===== src/rtl/cwct_pkg.sv =====
package cwct_pkg;

	// Root search: one time bit per stage, 17 bits cover times up to 131071.
	localparam int SRCH_STEPS = 17;
	// Width of the quadratic test value a*T^2 + 2^17*h*T + 2^32*c.
	localparam int FW = 112;
	// Width of the running product a*T.
	localparam int GW = 81;
	// Quotient bits produced by the divider below the overflow check.
	localparam int QW = 31;
	localparam int DIV_LAT = QW + 1;

	localparam logic [1:0] REG_CENTER_X     = 2'd0;
	localparam logic [1:0] REG_CENTER_Y     = 2'd1;
	localparam logic [1:0] REG_ARENA_RADIUS = 2'd2;
	localparam logic [1:0] REG_EPSILON      = 2'd3;

	typedef struct packed {
		logic signed [32:0] dx;
		logic signed [32:0] dy;
		logic signed [31:0] vx;
		logic signed [31:0] vy;
		logic [16:0]        tnow;
		logic signed [17:0] last;
	} carry_t;

	typedef struct packed {
		logic               vld;
		logic               srch;
		logic               t_zero;
		logic signed [18:0] lim;
		logic [63:0]        a;
		logic signed [65:0] h;
		logic signed [FW-1:0] f;
		logic [GW-1:0]      g;
		logic [16:0]        t0;
		carry_t             cy;
	} srch_t;

	typedef struct packed {
		logic        hit;
		logic [17:0] tf;
		logic        ngx;
		logic        ngy;
		logic        qz;
	} sb_t;

endpackage


===== src/rtl/cwct_srch_stage.sv =====
module cwct_srch_stage #(
	parameter int BIT = 0
) (
	input  logic            clk,
	input  logic            arst_n,
	input  cwct_pkg::srch_t d,
	output cwct_pkg::srch_t q
);

	localparam int FW = cwct_pkg::FW;
	localparam int GW = cwct_pkg::GW;

	logic signed [FW-1:0] g_w;
	logic signed [FW-1:0] a_w;
	logic signed [FW-1:0] h_w;
	logic signed [FW-1:0] cand;
	logic                 take;
	cwct_pkg::srch_t      nxt;
	cwct_pkg::srch_t      pay_s1;
	logic                 vld_s1;

	// f(T + 2^BIT) = f(T) + 2^(BIT+1)*a*T + 2^(2*BIT)*a + 2^(17+BIT)*h.
	// The time bit is kept while the test value stays negative, so the stages
	// end on the largest time before the wall is reached.
	always_comb begin
		g_w  = $signed({{(FW-GW){1'b0}}, d.g}) <<< (BIT + 1);
		a_w  = $signed({{(FW-64){1'b0}}, d.a}) <<< (2 * BIT);
		h_w  = $signed({{(FW-66){d.h[65]}}, d.h}) <<< (17 + BIT);
		cand = d.f + g_w + a_w + h_w;
		take = d.srch && cand[FW-1];
		nxt  = d;
		if (take) begin
			nxt.f  = cand;
			nxt.g  = d.g + (GW'(d.a) << BIT);
			nxt.t0 = d.t0 | (17'd1 << BIT);
		end
	end

	always_ff @(posedge clk or negedge arst_n) begin
		if (!arst_n) begin
			vld_s1 <= 1'b0;
		end else begin
			vld_s1 <= d.vld;
		end
	end

	always_ff @(posedge clk) begin
		pay_s1 <= nxt;
	end

	always_comb begin
		q     = pay_s1;
		q.vld = vld_s1;
	end

endmodule


===== config.mk =====
export PLATFORM = sky130hd
export DESIGN_NAME = cwct_srch_stage
export DESIGN_NICKNAME = d
export VERILOG_FILES = /design/src/rtl/cwct_pkg.sv /design/src/rtl/cwct_srch_stage.sv
export SDC_FILE = /design/constraint.sdc
export NUM_CORES = 1
export LEC_CHECK = 0
export ABC_AREA = 1
export BUFFER_PORTS_ARGS = -buffer_cell sky130_fd_sc_hd__clkbuf_2
export CORE_AREA = 2 2 410 412
export CTS_BUF_LIST = sky130_fd_sc_hd__clkbuf_16
export DETAILED_ROUTE_END_ITERATION = 10
export DIE_AREA = 0 0 412 414
export HOLD_SLACK_MARGIN = 0.03
export PLACE_DENSITY = 0.45
export SETUP_SLACK_MARGIN = 0.15
export SYNTH_ARGS = -nofsm -noshare
export SYNTH_HDL_FRONTEND = slang
export SYNTH_SLANG_ARGS = --single-unit

===== constraint.sdc =====
create_clock -name clk -period 0.8 [get_ports clk]
set_input_delay 0.08 -clock clk [delete_from_list [all_inputs] [get_ports clk]]
set_output_delay 0.08 -clock clk [all_outputs]
set_load 0.03 [all_outputs]

==> reports/qor.yml <==
run_status:
  outcome: "complete, but fails checks"
  violations: "negative hold slack, negative setup slack"
grt:
  gr-max-usage-layer: "met2"
  grt_usage_pct: 32.3
  grt_use_met3_pct: 6.37
  grt_max_degree: 56
  antenna_found_initial: 48
  grt_pass1_wl_um: 383000
  met2_usage_pct: 56.9
  grt_pass1_vias: 50208
  grt-ovfl-total: 0
  use_met1_pct: 36.8
yosys:
  synth_area_um2: 36700
  synth_edf_count: 0
  synth_mux_area_share_pct: 0
  ys_warn_count: 0
  ys_ff_latch: 527
  synth_area_per_cell_um2: 6.30
  synth_compound_area_share_pct: 2.92
  synthXorXnorAreaFrac_pct: 2.53
  synth_top_family_by_area: "simple AND/OR/NAND/NOR gates"
  synth.distinct_cells: 39
  synth-async-reset-ratio_pct: 0.190
  ys_seq_area_share_pct: 28.8
  synth.net_count: 6746
  synth_flop_cell: "dfxtp_1"
  synthSimpleGateAreaFrac_pct: 34.8
  synth_cells: 5821
  synth_fa_ha_area_share_pct: 16.2
placed_design:
  io_buffer_count: 1055
  postPlaceCellArea_um2: 57200
  dp_slack_ns: -3.40
  place.gp.congestion: 1.02
  dpl.hpwl_um: 242000
critical_path:
  crit_chain: "clkbuf_2, inv_1, fa_1, fa_1, inv_1, ha_4, nand2_4, nor2_4, inv_2, nor2_2, nand2_1, nor2_1, nand2_2, nand3b_4, nand2_4, nand2_4, nand2_4, nand2_8, buf_12, buf_16, buf_16, nand3_1, nand2_1"
  critPathMostFrequentCell: "nand2_4"
  critical_path.top_delay_family: "adder cells"
  critical_path.max_stage_delay_ns: 0.60
  critPathKind: "input port to flip-flop"
  start_kind: "input port"
  cp_max_fo: 8
  cp.required_ns: 1.46
  arrival_ns: 3.78
  crit_path_end_kind: "flip-flop"
  cpMaxStageDelayCell: "fa_1"
  cp.buffers_inverters: 7
clock_network:
  clk_path_buf_depth: 3
  cts_tree: "yes"
  cts_max_level: 3
  clock_sinks: 527
  cts_buffers: 69
  clk_pin_slew_ns: 0.06
  cts-root-buf: "clkbuf_16"
finish:
  drive_gt1_share_pct: 38.5
  postLayoutCellArea_um2: 73000
  mostFrequentLayoutCells: "nand2_1 (2105), inv_1 (1301), buf_4 (1291)"
  syn_to_final_growth_pct: 99.1
  nets: 9943
  final_common_cell: "nand2_1"
  fin_util_pct: 43.9
pwr:
  pwr_density_cell_nw_per_um2: 2240
  peakVddDrop_mv: 1.85
  p_comb_share_pct: 59.1
  p_leak_nw: 40.1
  power_switching_mw: 71.8
  p_sw_share_pct: 44.0
  intPower_mw: 91.4
  clkPwrFrac_pct: 20.5
  power_frac_seq_pct: 20.3
timing:
  tns_ns: -682.08
  hold_viol: 13
  max-slew-margin-rel_pct: 57.9
  hold_ws_ns: -0.428
  finalCritPeriodShare_pct: 390
  clock.fmax_mhz: 321
  setup_violations: 722
  drv_slew: 0
  fin_crit_ns: 3.12
  layout_setup_ws_ns: -2.32
  tightest_slew_ns: 0.626
  rsz0062_at_grt: "yes"
route:
  remaining_drc_errors: 0
  drtAntennaViolNets: 0
  wire_per_inst_um: 25.7
  via_per_inst: 4.31
  drtPass1Iterations: 7
  drt_iter0_drc: 3009
  drt_wl_total_um: 291000
  via_count: 48698
die:
  coreArea_um2: 166000
  dieArea_um2: 171000
  die_y_um: 414
  pin_count: 1056
  die_x_um: 412
  fp-row-count: 150
  initial_utilization_pct: 22.0
run:
  maxCapViolations: 0
min_path:
  hp-class: "input port to flip-flop"
## registers in the layout, summed over array words and instances, names as in the netlist
signal  count
vld_s1      1
q         526
## cell type report
type,instances,area (um^2)
Antenna cell,26,65.1
Clock buffer,69,1730
Inverter,1342,5060
Timing Repair Buffer,3190,28800
Fill cell,17044,93300
Multi-Input combinational cell,3888,22600
Tap cell,2204,2760
Clock inverter,56,607
Sequential cell,527,11400
## Yosys cell counts (all sizes together), types with 2 or more instances
cell / number / area [um^2]
a21boi: 6 / 45.0
a21oi: 136 / 681
a31oi: 3 / 18.8
and2: 22 / 138
and3: 2 / 12.5
buf: 46 / 313
clkbuf: 18 / 67.6
clkinv: 5 / 18.8
dfxtp: 526 / 10500
fa: 130 / 2600
ha: 266 / 3330
inv: 1337 / 5020
nand2: 2265 / 8520
nand3: 370 / 1860
nand3b: 7 / 56.3
nand4: 47 / 294
nor2: 436 / 1690
nor3: 24 / 125
nor4: 7 / 43.8
o21a: 2 / 15.0
o21ai: 40 / 200
o21bai: 13 / 97.6
or2: 3 / 18.8
xnor2: 13 / 114
xor2: 93 / 815
## timing repair
item / CTS / global route
cloned: 13 / 22
endpoints found under the setup margin: 721 / 897
pin swaps: 13 / 132
endpoints found under the hold margin: 528 / 26
hold buffers: 704 / 3
setup buffers: 20 / 20
gates resized for setup: 91 / 2697
## metal layers
metal | up-vias | part of all wire, %
li1 | 23674 | -
met1 | 22978 | 40
met2 | 1537 | 49
met3 | 499 | 5.7
met4 | 10 | 6.0
met5 | - | 0.018
## worst paths after layout
check                      startpoint     end  depth (start not counted)
min in group asynchronous      arst_n  vld_s1                          3
max in group asynchronous      arst_n  vld_s1                          3
worst max-delay path           d[205]  q[355]                         23
worst min-delay path           d[525]  q[525]                          1
## power groups by stage
| stage | combinational [mW] | sequential (mW) | clock [mW] |
|---|---|---|---|
| 6_report | 96.5 | 33.2 | 33.5 |
| 5_1_grt | 102 | 33.2 | 35.1 |
| 4_1_cts | 88.6 | 31.9 | 34.1 |
| 3_5_place_dp | 82.4 | 32.4 | 0 |
| 3_3_place_gp | 82.6 | 32.6 | 0 |
| 2_1_floorplan | 29.8 | 37.2 | 0 |
## stage by stage
step / total power [mW] / cells / hold slack [ns]
2_1_floorplan: 67.1 / 5821 / -0.216
3_3_place_gp: 115 / 10370 / -0.144
3_5_place_dp: 115 / 10370 / -0.142
4_1_cts: 155 / 11232 / -0.486
5_1_grt: 170 / 11287 / -0.453
6_report: 163 / 11302 / -0.428
## logic make-up (layout without fill, tap and decap cells)
| logic type | Yosys count | in the layout |
|---|---|---|
| AO/OA/AOI/OAI | 202 | 202 |
| XOR/XNOR | 106 | 106 |
| adder cells (fa/ha/maj) | 396 | 396 |
| buffers and inverters | 1406 | 4657 |
| flip-flops | 527 | 527 |
| other | 0 | 26 |
| AND/OR/NAND/NOR | 3184 | 3184 |
Power figures use the tool's default switching activity.
